## config.mk

```make
export PLATFORM = sky130hd
export DESIGN_NAME = clock_tree_frequency_calc
export DESIGN_NICKNAME = d
export VERILOG_FILES = /design/src/design/ctfc_pkg.sv /design/src/design/ctfc_source.sv /design/src/design/ctfc_divider.sv /design/src/design/ctfc_bus.sv /design/src/design/ctfc_skid.sv /design/src/design/clock_tree_frequency_calc.sv
export SDC_FILE = /design/constraint.sdc
export NUM_CORES = 2
export LEC_CHECK = 0
export BUFFER_PORTS_ARGS = -buffer_cell sky130_fd_sc_hd__buf_4
export CORE_ASPECT_RATIO = 1.75
export CORE_MARGIN = 3
export CORE_UTILIZATION = 62
export DETAILED_ROUTE_END_ITERATION = 10
export PLACE_DENSITY = 0.79
export SLEW_MARGIN = 30
export SYNTH_ARGS = -nofsm -noshare
export SYNTH_HDL_FRONTEND = slang
export SYNTH_SLANG_ARGS = --single-unit
```

## constraint.sdc

```tcl
create_clock -name clk_i -period 34.6 [get_ports clk_i]
set_input_delay 10.38 -clock clk_i [delete_from_list [all_inputs] [get_ports clk_i]]
set_output_delay 10.38 -clock clk_i [all_outputs]
set_load 0.1 [all_outputs]
```

## src/design/ctfc_pkg.sv

```systemverilog
`timescale 1ns / 1ps

package ctfc_pkg;

  localparam int unsigned OSC_W      = 26;
  localparam int unsigned FACTOR_W   = 9;
  localparam int unsigned SYS_W      = OSC_W + FACTOR_W;
  localparam int unsigned OUT_W      = 32;
  localparam int unsigned PREDIV_W   = 4;
  localparam int unsigned SHIFT_W    = 3;
  localparam int unsigned CFG_IDX_W  = 4;
  localparam int unsigned CFG_DATA_W = 32;

  localparam logic [OSC_W-1:0]     OSC_RESET_HZ     = 26'd8000000;
  localparam logic [CFG_IDX_W-1:0] REG_INTERNAL_OSC = 4'd0;
  localparam logic [CFG_IDX_W-1:0] REG_EXTERNAL_OSC = 4'd1;
  localparam logic [3:0]           LEGACY_FULL_LO   = 4'd15;
  localparam logic [FACTOR_W-1:0]  TIMES_SIX        = 9'd6;

  typedef enum logic [1:0] {
    SRC_INTERNAL = 2'd0,
    SRC_EXTERNAL = 2'd1,
    SRC_PLL      = 2'd2,
    SRC_OTHER    = 2'd3
  } src_e;

  typedef struct packed {
    logic [SHIFT_W-1:0] post_shift;
    logic [3:0]         ahb_code;
    logic [5:0]         apb_codes;
    logic [2:0]         adc_code;
  } code_t;

  typedef struct packed {
    logic [SYS_W-1:0] sys;
    logic [SYS_W-1:0] ahb;
    logic [SYS_W-1:0] apb1;
    logic [SYS_W-1:0] apb2;
    logic             sat;
  } clk_set_t;

  typedef struct packed {
    clk_set_t         clk;
    logic [SYS_W-1:0] adc;
  } result_t;

  function automatic logic [3:0] ahb_shift(input logic [3:0] code);
    case (code)
      4'd8:    ahb_shift = 4'd1;
      4'd9:    ahb_shift = 4'd2;
      4'd10:   ahb_shift = 4'd3;
      4'd11:   ahb_shift = 4'd4;
      4'd12:   ahb_shift = 4'd6;
      4'd13:   ahb_shift = 4'd7;
      4'd14:   ahb_shift = 4'd8;
      4'd15:   ahb_shift = 4'd9;
      default: ahb_shift = 4'd0;
    endcase
  endfunction

  function automatic logic [2:0] apb_shift(input logic [2:0] code);
    case (code)
      3'd4:    apb_shift = 3'd1;
      3'd5:    apb_shift = 3'd2;
      3'd6:    apb_shift = 3'd3;
      3'd7:    apb_shift = 3'd4;
      default: apb_shift = 3'd0;
    endcase
  endfunction

  // ADC divisor split into a power of two and an odd factor (1 or 3)
  function automatic logic [2:0] adc_shift(input logic [2:0] code);
    case (code)
      3'd0:    adc_shift = 3'd1;
      3'd1:    adc_shift = 3'd2;
      3'd2:    adc_shift = 3'd1;
      3'd3:    adc_shift = 3'd3;
      3'd4:    adc_shift = 3'd1;
      3'd5:    adc_shift = 3'd2;
      3'd6:    adc_shift = 3'd3;
      3'd7:    adc_shift = 3'd4;
      default: adc_shift = 3'd1;
    endcase
  endfunction

  function automatic logic [PREDIV_W-1:0] adc_odd(input logic [2:0] code);
    case (code)
      3'd2:    adc_odd = 4'd3;
      3'd5:    adc_odd = 4'd3;
      default: adc_odd = 4'd1;
    endcase
  endfunction

endpackage

```

## src/design/ctfc_source.sv

```systemverilog
`timescale 1ns / 1ps

module ctfc_source (
  input  logic                                clk_i,
  input  logic                                rst_ni,
  input  logic                                en_i,
  input  logic                                valid_i,
  input  logic [1:0]                          sysclk_source_i,
  input  logic                                internal_times_six_i,
  input  logic                                pll_from_external_i,
  input  logic                                external_halved_i,
  input  logic                                pll_new_mode_i,
  input  logic [5:0]                          mult_code_i,
  input  logic [3:0]                          pll_pre_div_i,
  input  logic [8:0]                          pll_loop_mult_i,
  input  logic [2:0]                          pll_post_shift_i,
  input  logic [3:0]                          ahb_div_code_i,
  input  logic [5:0]                          apb_div_codes_i,
  input  logic [2:0]                          adc_div_code_i,
  input  logic [ctfc_pkg::OSC_W-1:0]          internal_osc_i,
  input  logic [ctfc_pkg::OSC_W-1:0]          external_osc_i,
  output logic                                valid_o,
  output logic [ctfc_pkg::SYS_W-1:0]          product_o,
  output logic [ctfc_pkg::PREDIV_W-1:0]       pre_div_o,
  output ctfc_pkg::code_t                     code_o
);

  logic [ctfc_pkg::OSC_W-1:0]    base_d, base_q, pll_ref;
  logic [ctfc_pkg::FACTOR_W-1:0] factor_d, factor_q, legacy_mult;
  logic [ctfc_pkg::PREDIV_W-1:0] div_d, div_q, div2_q;
  ctfc_pkg::code_t               code_d, code_q, code2_q;
  logic [ctfc_pkg::SYS_W-1:0]    product_d, product_q;
  logic                          valid1_q, valid2_q;

  // low nibble plus sixteen times high part equals the code itself
  always_comb begin
    if (mult_code_i[5:4] != 2'd0 || mult_code_i[3:0] == ctfc_pkg::LEGACY_FULL_LO) begin
      legacy_mult = ctfc_pkg::FACTOR_W'(mult_code_i) + 9'd1;
    end else begin
      legacy_mult = ctfc_pkg::FACTOR_W'(mult_code_i) + 9'd2;
    end
  end

  always_comb begin
    if (!pll_from_external_i) begin
      pll_ref = internal_osc_i >> 1;
    end else if (external_halved_i) begin
      pll_ref = external_osc_i >> 1;
    end else begin
      pll_ref = external_osc_i;
    end
  end

  always_comb begin
    div_d               = 4'd1;
    code_d.post_shift   = '0;
    code_d.ahb_code     = ahb_div_code_i;
    code_d.apb_codes    = apb_div_codes_i;
    code_d.adc_code     = adc_div_code_i;
    case (sysclk_source_i)
      ctfc_pkg::SRC_EXTERNAL: begin
        base_d   = external_osc_i;
        factor_d = 9'd1;
      end
      ctfc_pkg::SRC_PLL: begin
        base_d = pll_ref;
        if (pll_new_mode_i) begin
          factor_d          = pll_loop_mult_i;
          div_d             = (pll_pre_div_i == 4'd0) ? 4'd1 : pll_pre_div_i;
          code_d.post_shift = pll_post_shift_i;
        end else begin
          factor_d = legacy_mult;
        end
      end
      default: begin
        base_d = internal_osc_i;
        if (internal_times_six_i && sysclk_source_i == ctfc_pkg::SRC_INTERNAL) begin
          factor_d = ctfc_pkg::TIMES_SIX;
        end else begin
          factor_d = 9'd1;
        end
      end
    endcase
  end

  assign product_d = base_q * factor_q;

  always_ff @(posedge clk_i or negedge rst_ni) begin
    if (!rst_ni) begin
      valid1_q <= 1'b0;
      valid2_q <= 1'b0;
    end else if (en_i) begin
      valid1_q <= valid_i;
      valid2_q <= valid1_q;
    end
  end

  always_ff @(posedge clk_i) begin
    if (en_i) begin
      base_q    <= base_d;
      factor_q  <= factor_d;
      div_q     <= div_d;
      code_q    <= code_d;
      product_q <= product_d;
      div2_q    <= div_q;
      code2_q   <= code_q;
    end
  end

  assign valid_o   = valid2_q;
  assign product_o = product_q;
  assign pre_div_o = div2_q;
  assign code_o    = code2_q;

endmodule

```

## src/design/ctfc_divider.sv

```systemverilog
`timescale 1ns / 1ps

module ctfc_divider #(
  parameter int unsigned DIVIDEND_W      = 35,
  parameter int unsigned DIVISOR_W       = 4,
  parameter int unsigned STEPS_PER_STAGE = 7,
  parameter int unsigned SIDE_W          = 16
) (
  input  logic                  clk_i,
  input  logic                  rst_ni,
  input  logic                  en_i,
  input  logic                  valid_i,
  input  logic [DIVIDEND_W-1:0] dividend_i,
  input  logic [DIVISOR_W-1:0]  divisor_i,
  input  logic [SIDE_W-1:0]     side_i,
  output logic                  valid_o,
  output logic [DIVIDEND_W-1:0] quotient_o,
  output logic [SIDE_W-1:0]     side_o
);

  localparam int unsigned NUM_STAGES = (DIVIDEND_W + STEPS_PER_STAGE - 1) / STEPS_PER_STAGE;
  localparam int unsigned WORK_W     = NUM_STAGES * STEPS_PER_STAGE;
  localparam int unsigned LAST       = NUM_STAGES - 1;

  // work register shifts dividend bits out the top and quotient bits in the bottom
  logic [WORK_W-1:0]    work_in [NUM_STAGES];
  logic [WORK_W-1:0]    work_d  [NUM_STAGES];
  logic [WORK_W-1:0]    work_q  [NUM_STAGES];
  logic [DIVISOR_W-1:0] rem_in  [NUM_STAGES];
  logic [DIVISOR_W-1:0] rem_d   [NUM_STAGES];
  logic [DIVISOR_W-1:0] rem_q   [NUM_STAGES];
  logic [DIVISOR_W-1:0] div_in  [NUM_STAGES];
  logic [DIVISOR_W-1:0] div_q   [NUM_STAGES];
  logic [SIDE_W-1:0]    side_in [NUM_STAGES];
  logic [SIDE_W-1:0]    side_q  [NUM_STAGES];
  logic [NUM_STAGES-1:0] valid_in, valid_q;

  always_comb begin
    logic [WORK_W-1:0]    w;
    logic [DIVISOR_W-1:0] r;
    logic [DIVISOR_W:0]   trial;
    work_in[0]  = WORK_W'(dividend_i);
    rem_in[0]   = '0;
    div_in[0]   = divisor_i;
    side_in[0]  = side_i;
    valid_in[0] = valid_i;
    for (int s = 1; s < NUM_STAGES; s++) begin
      work_in[s]  = work_q[s-1];
      rem_in[s]   = rem_q[s-1];
      div_in[s]   = div_q[s-1];
      side_in[s]  = side_q[s-1];
      valid_in[s] = valid_q[s-1];
    end
    for (int s = 0; s < NUM_STAGES; s++) begin
      w = work_in[s];
      r = rem_in[s];
      for (int k = 0; k < STEPS_PER_STAGE; k++) begin
        trial = {r, w[WORK_W-1]};
        w     = {w[WORK_W-2:0], 1'b0};
        if (trial >= {1'b0, div_in[s]}) begin
          trial = trial - {1'b0, div_in[s]};
          w[0]  = 1'b1;
        end
        r = trial[DIVISOR_W-1:0];
      end
      work_d[s] = w;
      rem_d[s]  = r;
    end
  end

  always_ff @(posedge clk_i or negedge rst_ni) begin
    if (!rst_ni) begin
      valid_q <= '0;
    end else if (en_i) begin
      valid_q <= valid_in;
    end
  end

  always_ff @(posedge clk_i) begin
    if (en_i) begin
      for (int s = 0; s < NUM_STAGES; s++) begin
        work_q[s] <= work_d[s];
        rem_q[s]  <= rem_d[s];
        div_q[s]  <= div_in[s];
        side_q[s] <= side_in[s];
      end
    end
  end

  assign valid_o    = valid_q[LAST];
  assign quotient_o = work_q[LAST][DIVIDEND_W-1:0];
  assign side_o     = side_q[LAST];

  a_rem_below_divisor: assert property (@(posedge clk_i) disable iff (!rst_ni)
    valid_q[LAST] && div_q[LAST] != '0 |-> rem_q[LAST] < div_q[LAST])
    else $error("divider remainder not below divisor");

endmodule

```

## src/design/ctfc_bus.sv

```systemverilog
`timescale 1ns / 1ps

module ctfc_bus #(
  parameter int unsigned FREQ_WIDTH = 32
) (
  input  logic                          clk_i,
  input  logic                          rst_ni,
  input  logic                          en_i,
  input  logic                          valid_i,
  input  logic [ctfc_pkg::SYS_W-1:0]    quotient_i,
  input  ctfc_pkg::code_t               code_i,
  output logic                          valid_o,
  output logic [ctfc_pkg::SYS_W-1:0]    dividend_o,
  output logic [ctfc_pkg::PREDIV_W-1:0] divisor_o,
  output ctfc_pkg::clk_set_t            clk_o
);

  localparam int unsigned SAT_W =
    (FREQ_WIDTH < ctfc_pkg::SYS_W) ? FREQ_WIDTH : ctfc_pkg::SYS_W;
  localparam logic [ctfc_pkg::SYS_W-1:0] SAT_VALUE =
    ~({ctfc_pkg::SYS_W{1'b1}} << SAT_W);

  logic [ctfc_pkg::SYS_W-1:0]    shifted, sys_d, sys_q;
  logic                          over, sat_q;
  ctfc_pkg::code_t               code_q;
  logic                          valid_a_q, valid_b_q;
  ctfc_pkg::clk_set_t            clk_d, clk_q;
  logic [ctfc_pkg::SYS_W-1:0]    adc_pre_d, adc_pre_q;
  logic [ctfc_pkg::PREDIV_W-1:0] odd_d, odd_q;

  // post divider, then clamp to the frequency width
  assign shifted = quotient_i >> code_i.post_shift;
  assign over    = |(shifted & ~SAT_VALUE);
  assign sys_d   = over ? SAT_VALUE : shifted;

  always_comb begin
    clk_d.sys  = sys_q;
    clk_d.sat  = sat_q;
    clk_d.ahb  = sys_q >> ctfc_pkg::ahb_shift(code_q.ahb_code);
    clk_d.apb1 = clk_d.ahb >> ctfc_pkg::apb_shift(code_q.apb_codes[2:0]);
    clk_d.apb2 = clk_d.ahb >> ctfc_pkg::apb_shift(code_q.apb_codes[5:3]);
    adc_pre_d  = clk_d.apb2 >> ctfc_pkg::adc_shift(code_q.adc_code);
    odd_d      = ctfc_pkg::adc_odd(code_q.adc_code);
  end

  always_ff @(posedge clk_i or negedge rst_ni) begin
    if (!rst_ni) begin
      valid_a_q <= 1'b0;
      valid_b_q <= 1'b0;
    end else if (en_i) begin
      valid_a_q <= valid_i;
      valid_b_q <= valid_a_q;
    end
  end

  always_ff @(posedge clk_i) begin
    if (en_i) begin
      sys_q     <= sys_d;
      sat_q     <= over;
      code_q    <= code_i;
      clk_q     <= clk_d;
      adc_pre_q <= adc_pre_d;
      odd_q     <= odd_d;
    end
  end

  assign valid_o    = valid_b_q;
  assign dividend_o = adc_pre_q;
  assign divisor_o  = odd_q;
  assign clk_o      = clk_q;

  a_sat_value: assert property (@(posedge clk_i) disable iff (!rst_ni)
    valid_b_q && clk_q.sat |-> clk_q.sys == SAT_VALUE)
    else $error("saturated system clock not at limit");

  a_bus_order: assert property (@(posedge clk_i) disable iff (!rst_ni)
    valid_b_q |-> clk_q.ahb <= clk_q.sys && clk_q.apb1 <= clk_q.ahb
                  && clk_q.apb2 <= clk_q.ahb)
    else $error("bus clock above its parent");

endmodule

```

## src/design/ctfc_skid.sv

```systemverilog
`timescale 1ns / 1ps

module ctfc_skid (
  input  logic              clk_i,
  input  logic              rst_ni,
  input  logic              valid_i,
  input  ctfc_pkg::result_t data_i,
  output logic              full_o,
  output logic              valid_o,
  input  logic              stall_i,
  output ctfc_pkg::result_t data_o
);

  logic              out_valid_q, skid_valid_q;
  ctfc_pkg::result_t out_q, skid_q;
  logic              hold;

  assign hold = out_valid_q && stall_i;

  always_ff @(posedge clk_i or negedge rst_ni) begin
    if (!rst_ni) begin
      out_valid_q  <= 1'b0;
      skid_valid_q <= 1'b0;
    end else if (hold) begin
      if (valid_i && !skid_valid_q) begin
        skid_valid_q <= 1'b1;
      end
    end else if (skid_valid_q) begin
      out_valid_q  <= 1'b1;
      skid_valid_q <= 1'b0;
    end else begin
      out_valid_q <= valid_i;
    end
  end

  always_ff @(posedge clk_i) begin
    if (hold) begin
      if (!skid_valid_q) begin
        skid_q <= data_i;
      end
    end else if (skid_valid_q) begin
      out_q <= skid_q;
    end else begin
      out_q <= data_i;
    end
  end

  assign full_o  = skid_valid_q;
  assign valid_o = out_valid_q;
  assign data_o  = out_q;

  a_skid_behind_out: assert property (@(posedge clk_i) disable iff (!rst_ni)
    skid_valid_q |-> out_valid_q)
    else $error("skid beat held with empty output register");

endmodule

```

## src/design/clock_tree_frequency_calc.sv

```systemverilog
`timescale 1ns / 1ps

// Clock-tree frequency calculator.
// Input channel (in_valid_i / in_stall_o) carries one snapshot of the clock
// settings per beat; the output channel (out_valid_o / out_stall_i) returns
// the system, AHB, APB1, APB2 and ADC frequencies plus a saturation flag.
// Oscillator frequencies are set through the cfg write port (index 0 internal,
// index 1 external, 26 data bits kept); cfg_ready_o is always high. Write them
// only while no beat is in flight.
// Throughput: one beat per cycle while in_stall_o is low. The depth comes
// from two pipelined restoring dividers (PLL pre-divider, ADC odd factor) at
// seven quotient bits per stage, plus the source select, the multiplier and
// two bus stages.
// Reset clears all valid bits and loads 8 MHz into both oscillator registers.
// When the receiver stalls, the output beat holds and one more beat lands in a
// skid register; then in_stall_o rises and the whole pipeline freezes until
// the output drains, so nothing is lost or repeated.
module clock_tree_frequency_calc #(
  parameter int unsigned FREQ_WIDTH = 32
) (
  input  logic                            clk_i,
  input  logic                            rst_ni,
  input  logic                            cfg_valid_i,
  output logic                            cfg_ready_o,
  input  logic [ctfc_pkg::CFG_IDX_W-1:0]  cfg_index_i,
  input  logic [ctfc_pkg::CFG_DATA_W-1:0] cfg_data_i,
  input  logic                            in_valid_i,
  output logic                            in_stall_o,
  input  logic [1:0]                      sysclk_source_i,
  input  logic                            internal_times_six_i,
  input  logic                            pll_from_external_i,
  input  logic                            external_halved_i,
  input  logic                            pll_new_mode_i,
  input  logic [5:0]                      mult_code_i,
  input  logic [3:0]                      pll_pre_div_i,
  input  logic [8:0]                      pll_loop_mult_i,
  input  logic [2:0]                      pll_post_shift_i,
  input  logic [3:0]                      ahb_div_code_i,
  input  logic [5:0]                      apb_div_codes_i,
  input  logic [2:0]                      adc_div_code_i,
  output logic                            out_valid_o,
  input  logic                            out_stall_i,
  output logic [31:0]                     sys_hz_o,
  output logic [31:0]                     ahb_hz_o,
  output logic [31:0]                     apb1_hz_o,
  output logic [31:0]                     apb2_hz_o,
  output logic [31:0]                     adc_hz_o,
  output logic                            sys_saturated_o
);

  localparam int unsigned CODE_W = $bits(ctfc_pkg::code_t);
  localparam int unsigned CLK_W  = $bits(ctfc_pkg::clk_set_t);

  logic [ctfc_pkg::OSC_W-1:0]    internal_osc_q, external_osc_q;
  logic                          cfg_write;
  logic                          adv, skid_full;

  logic                          src_valid;
  logic [ctfc_pkg::SYS_W-1:0]    src_product;
  logic [ctfc_pkg::PREDIV_W-1:0] src_pre_div;
  ctfc_pkg::code_t               src_code;

  logic                          div1_valid;
  logic [ctfc_pkg::SYS_W-1:0]    div1_quotient;
  logic [CODE_W-1:0]             div1_side;

  logic                          bus_valid;
  logic [ctfc_pkg::SYS_W-1:0]    bus_dividend;
  logic [ctfc_pkg::PREDIV_W-1:0] bus_divisor;
  ctfc_pkg::clk_set_t            bus_clk;

  logic                          div2_valid;
  logic [ctfc_pkg::SYS_W-1:0]    div2_quotient;
  logic [CLK_W-1:0]              div2_side;

  ctfc_pkg::result_t             res, out_res;

  assign cfg_ready_o = 1'b1;
  assign cfg_write   = cfg_valid_i && cfg_ready_o;

  always_ff @(posedge clk_i or negedge rst_ni) begin
    if (!rst_ni) begin
      internal_osc_q <= ctfc_pkg::OSC_RESET_HZ;
      external_osc_q <= ctfc_pkg::OSC_RESET_HZ;
    end else if (cfg_write) begin
      if (cfg_index_i == ctfc_pkg::REG_INTERNAL_OSC) begin
        internal_osc_q <= cfg_data_i[ctfc_pkg::OSC_W-1:0];
      end else if (cfg_index_i == ctfc_pkg::REG_EXTERNAL_OSC) begin
        external_osc_q <= cfg_data_i[ctfc_pkg::OSC_W-1:0];
      end
    end
  end

  // freeze every stage ahead of the skid register while it holds a beat
  assign adv        = !skid_full;
  assign in_stall_o = skid_full;

  ctfc_source u_source (
    .clk_i                (clk_i),
    .rst_ni               (rst_ni),
    .en_i                 (adv),
    .valid_i              (in_valid_i),
    .sysclk_source_i      (sysclk_source_i),
    .internal_times_six_i (internal_times_six_i),
    .pll_from_external_i  (pll_from_external_i),
    .external_halved_i    (external_halved_i),
    .pll_new_mode_i       (pll_new_mode_i),
    .mult_code_i          (mult_code_i),
    .pll_pre_div_i        (pll_pre_div_i),
    .pll_loop_mult_i      (pll_loop_mult_i),
    .pll_post_shift_i     (pll_post_shift_i),
    .ahb_div_code_i       (ahb_div_code_i),
    .apb_div_codes_i      (apb_div_codes_i),
    .adc_div_code_i       (adc_div_code_i),
    .internal_osc_i       (internal_osc_q),
    .external_osc_i       (external_osc_q),
    .valid_o              (src_valid),
    .product_o            (src_product),
    .pre_div_o            (src_pre_div),
    .code_o               (src_code)
  );

  ctfc_divider #(
    .DIVIDEND_W      (ctfc_pkg::SYS_W),
    .DIVISOR_W       (ctfc_pkg::PREDIV_W),
    .STEPS_PER_STAGE (7),
    .SIDE_W          (CODE_W)
  ) u_pll_div (
    .clk_i      (clk_i),
    .rst_ni     (rst_ni),
    .en_i       (adv),
    .valid_i    (src_valid),
    .dividend_i (src_product),
    .divisor_i  (src_pre_div),
    .side_i     (src_code),
    .valid_o    (div1_valid),
    .quotient_o (div1_quotient),
    .side_o     (div1_side)
  );

  ctfc_bus #(
    .FREQ_WIDTH (FREQ_WIDTH)
  ) u_bus (
    .clk_i      (clk_i),
    .rst_ni     (rst_ni),
    .en_i       (adv),
    .valid_i    (div1_valid),
    .quotient_i (div1_quotient),
    .code_i     (ctfc_pkg::code_t'(div1_side)),
    .valid_o    (bus_valid),
    .dividend_o (bus_dividend),
    .divisor_o  (bus_divisor),
    .clk_o      (bus_clk)
  );

  ctfc_divider #(
    .DIVIDEND_W      (ctfc_pkg::SYS_W),
    .DIVISOR_W       (ctfc_pkg::PREDIV_W),
    .STEPS_PER_STAGE (7),
    .SIDE_W          (CLK_W)
  ) u_adc_div (
    .clk_i      (clk_i),
    .rst_ni     (rst_ni),
    .en_i       (adv),
    .valid_i    (bus_valid),
    .dividend_i (bus_dividend),
    .divisor_i  (bus_divisor),
    .side_i     (bus_clk),
    .valid_o    (div2_valid),
    .quotient_o (div2_quotient),
    .side_o     (div2_side)
  );

  assign res.clk = ctfc_pkg::clk_set_t'(div2_side);
  assign res.adc = div2_quotient;

  ctfc_skid u_skid (
    .clk_i   (clk_i),
    .rst_ni  (rst_ni),
    .valid_i (div2_valid),
    .data_i  (res),
    .full_o  (skid_full),
    .valid_o (out_valid_o),
    .stall_i (out_stall_i),
    .data_o  (out_res)
  );

  assign sys_hz_o        = out_res.clk.sys[ctfc_pkg::OUT_W-1:0];
  assign ahb_hz_o        = out_res.clk.ahb[ctfc_pkg::OUT_W-1:0];
  assign apb1_hz_o       = out_res.clk.apb1[ctfc_pkg::OUT_W-1:0];
  assign apb2_hz_o       = out_res.clk.apb2[ctfc_pkg::OUT_W-1:0];
  assign adc_hz_o        = out_res.adc[ctfc_pkg::OUT_W-1:0];
  assign sys_saturated_o = out_res.clk.sat;

endmodule

```

==> metrics list <==
- The flow ran to the end, and the final reports show no timing, DRC or antenna violations.
* Path type of the worst min-delay path: reg2reg
* Drt wl/cell: 20.68 um
- After detailed routing, the wire length on met1 is around 55000 um.
- The clock tree synthesis step divided the H-tree into 4 levels.
* Top FF cell, synth: sky130_fd_sc_hd__edfxtp_1
* CP peak stage delay: 540 ps
* Slew at the pin closest to its max-slew limit: 1097 ps
- In the post-synthesis netlist, the cell with the most instances is sky130_fd_sc_hd__edfxtp_1.
- Total grt overflow: 0
- Unrepaired setup endpoints after global routing: no
- Synthesized flop and latch total: about 1800
- After synthesis, the share of flip-flops with an asynchronous set or reset is 0.03710.
- End point of the critical path: u_adc_div.rem_q[0][9]
* Max Used Layer: met4
- Fin Clk Skew: 30.19 ps
- In the routed layout, each cell is associated on average with a via count of 5.874.
- Measured against its own limit, the worst slew margin works out to 0.2686.
- After detailed routing, the number of remaining DRC violations is 0.
* Net total in the final layout: around 6400
* Clock buffer count from CTS: 156
* HPWL after detailed placement: between 100000 and 150000 um
* FF-to-FF Start: u_adc_div.div_q[0][5]
* Clock slew at reported path FFs: 60 ps
- Total number of vias: 45230
- Die Y: 490.5 um
* Average instance area after synthesis: 15.08 um^2
* ANT nets after route: 0
* Number of buffers added to fix hold violations after cts: 0
* Drt first-iter violations: approximately 3100
* Capturing point of the worst reg2reg path: u_adc_div.rem_q[0][9]
- The netlist uses between 90 and 100 different library cells.
- For the finished layout, the period the worst path requires is 13420 ps.
* Critical path class: reg2reg
* Global routing usage summed across all routing layers: 0.2322
* Sequential fraction of the synthesis area: 0.6571
- The initial utilization of the core area, before any placement, comes to 0.6248.
- TritonCTS built the clock tree.
- Entering global routing, the biggest net connects 203 pins.
- Crit. End Element: register
* Cell row count: 177
- Highest attainable clock frequency: between 70 and 80 MHz
- Signed area change from the synthesized netlist to the final layout: 11.08%
- The cell sitting at the root of the clock tree is a sky130_fd_sc_hd__clkbuf_16.
- Number of cells traversed by the worst register-to-register path: 41
* Cell types with the highest counts after synthesis: 1758 x sky130_fd_sc_hd__edfxtp_1, 376 x sky130_fd_sc_hd__inv_1, 368 x sky130_fd_sc_hd__nand2_1, 327 x sky130_fd_sc_hd__mux2_2, 305 x sky130_fd_sc_hd__a21oi_1
- Number of I/O pins: between 200 and 250
- Util after Layout: 0.6941
- Antenna violations before repair: 2
- During synthesis, Yosys emitted a total of 0 warnings.
- Area of all placed cells without fillers: about 92000 um^2
* Final weighted congestion of routability-driven global placement: about 0.93
- Across the run, the number of max-cap violations was 0.
- Cells after Synth: roughly 5500
- For this block, the routed nets add up to 159300 um of wire.
* WL met2: 88160 um
- The share of synthesized area in the top cell type comes to 0.6348.
- The first global-routing pass estimated about 250000 um of wire.
* Gates resized, CTS repair: 0
- Count of placed standard cells including taps: 7415
* Finish-stage setup viols: 0
- Buffers placed on the I/O ports in this run total 238.
- Among the stages of the critical path, the cell type that occurs most often is sky130_fd_sc_hd__ha_1.
* Longest Clk Path Bufs: 3
- Number of buffers inserted by post-CTS setup repair: 0
- The floorplan step defined a core boundary enclosing 133100 um^2.
- Total placed instance area: 87050 um^2
- Hold Vio Cnt, Final: 0
- Num Clock Sinks: 1833
- The worst hold path passes through 0 cells.
- Met3 WL: 6069 um
- After synthesis, the cell types taking the most area are sky130_fd_sc_hd__edfxtp_1 63%, sky130_fd_sc_hd__fa_1 5.6%, sky130_fd_sc_hd__mux2_2 4.4%.
- CP required: 35110 ps
* Layout Cells excl Fill: 7700
- Crit share post-route: 0.3880
- Cell type with the highest aggregate area in the netlist: sky130_fd_sc_hd__edfxtp_1
* Final-report max-slew violation count: 0
* Launching element of the worst setup path: u_adc_div.div_q[0][5]
- EDFF count, synth: approximately 1800
- Area of the mapped netlist: 83170 um^2
- Cell with the largest stage delay on the worst path: sky130_fd_sc_hd__inv_1
* Number of global-route vias before repair: 46740
* Setup crit start kind: register
- Chip width: 282.9 um
- The setup check on the worst reg-to-reg path leaves a slack of 21180 ps.
- Fraction of layout instances using a drive strength above 1: 0.1650
- First-pass detailed-route iteration total: 6
- Die Outline Area: roughly 140000 um^2
* Worst skew pair latency: 780 ps
- For the worst setup path, the data arrival time is 13940 ps.
- In this run the worst path has a maximum fanout of 13.
- Adding up every negative setup slack in the final design gives 0 ps.
[through the flow]
| stage | setup WS (ps) | hold WS (ps) |
|---|---|---|
| finish | 21180 | 391.6 |
| global route | 20240 | 392.6 |
| CTS | 21230 | 390.8 |
| detailed placement | 21120 | 404.5 |
| global placement | 21140 | 400.3 |
| floorplan | 3869 | 400.3 |
[layout make-up]
cell class / instances / area, um^2
Tap cell: 1790 / 2240
Sequential cell: 1833 / 54670
Clock inverter: 94 / 1124
Timing Repair Buffer: 309 / 2467
Inverter: 382 / 1446
Multi-Input combinational cell: 3105 / 26370
Clock buffer: 186 / 4069
Fill cell: 8544 / 40720
Antenna cell: 1 / 2.502
[how the worst min path moves through the flow]
| stage | end | from | slack [ps] |
|---|---|---|---|
| 2_1_floorplan | u_adc_div.side_q[0][0] | u_bus.clk_o[0] | 400 |
| 3_3_place_gp | u_adc_div.side_q[0][543] | u_adc_div.side_q[0][402] | 400 |
| 3_5_place_dp | u_adc_div.side_q[0][120] | u_bus.clk_o[120] | 400 |
| 4_1_cts | u_adc_div.side_q[0][552] | u_adc_div.side_q[0][411] | 390 |
| 5_1_grt | u_adc_div.side_q[0][266] | u_adc_div.side_q[0][125] | 390 |
| 6_report | u_adc_div.side_q[0][266] | u_adc_div.side_q[0][125] | 390 |
[sequential cells by signal, indices dropped and copies added, names as in the netlist, 35 cells and up, named ones only]
signal              flops
u_skid.data_o         161
u_pll_div.work_q      175
u_bus.dividend_o       35
u_source.product_o     35
u_adc_div.work_q      160
u_skid.skid_q         161
u_adc_div.side_q      645
u_bus.sys_q            35
u_pll_div.side_q       80
u_bus.clk_o           129
[cells in the final DEF (no fill, tap or decap), types with 13 or more instances in the layout]
master and instances:
sky130_fd_sc_hd__nand2_1 366, sky130_fd_sc_hd__nor3_1 37, sky130_fd_sc_hd__dfrtp_1 53, sky130_fd_sc_hd__and2_1 107
sky130_fd_sc_hd__nor2b_1 36, sky130_fd_sc_hd__inv_1 373, sky130_fd_sc_hd__clkinv_2 17, sky130_fd_sc_hd__and3_1 44
sky130_fd_sc_hd__dfstp_2 14, sky130_fd_sc_hd__nand3_1 26, sky130_fd_sc_hd__nand2b_1 44, sky130_fd_sc_hd__buf_4 294
sky130_fd_sc_hd__mux4_2 39, sky130_fd_sc_hd__a211o_1 19, sky130_fd_sc_hd__or3_1 21, sky130_fd_sc_hd__a22oi_1 28
sky130_fd_sc_hd__or2_2 13, sky130_fd_sc_hd__o31ai_1 14, sky130_fd_sc_hd__mux2i_1 217, sky130_fd_sc_hd__a21o_1 95
sky130_fd_sc_hd__clkinv_1 25, sky130_fd_sc_hd__ha_1 268, sky130_fd_sc_hd__o21ai_0 184, sky130_fd_sc_hd__edfxtp_1 1758
sky130_fd_sc_hd__xnor2_1 80, sky130_fd_sc_hd__a31oi_1 21, sky130_fd_sc_hd__clkbuf_16 158, sky130_fd_sc_hd__clkbuf_1 27
sky130_fd_sc_hd__nor2_1 237, sky130_fd_sc_hd__o211ai_1 32, sky130_fd_sc_hd__a211oi_1 30, sky130_fd_sc_hd__a21oi_1 304
sky130_fd_sc_hd__bufinv_16 15, sky130_fd_sc_hd__fa_1 234, sky130_fd_sc_hd__xor2_1 54, sky130_fd_sc_hd__mux2_2 327
[cell families (layout without fill, tap and decap cells)]
logic type / Yosys count / after routing / share of synthesized area
AO/OA/AOI/OAI: 879 / 879 / 0.06672
XOR/XNOR: 134 / 134 / 0.01411
multiplexers: 587 / 587 / 0.08157
flip-flops: 1833 / 1833 / 0.6571
AND/OR/NAND/NOR: 998 / 998 / 0.05737
adder cells (fa/ha/maj): 503 / 503 / 0.09680
other: 2 / 5 / 0.00009030
buffers and inverters: 578 / 971 / 0.02622
[metal layers]
metal | up-vias | global-route usage
li1 | 20920 | -
met1 | 22490 | 0.2486
met2 | 1345 | 0.4341
met3 | 479 | 0.03064
met4 | 0 | 0.1316
met5 | - | 0
[worst max-delay path, delay by kind of cell (launching register included)]
kind                       cells  cell delay (ps)
adders and majority gates     10             2940
buffers and inverters          1              540
DFF                            1              500
AOI/OAI and AO/OA             10             3110
muxes                          2              500
xor gates and xnor gates       6             2200
and+or+nand+nor               12             3340
Power is not shown: default switching activity piles up to over one toggle a cycle in this logic, so the estimate is an artifact.
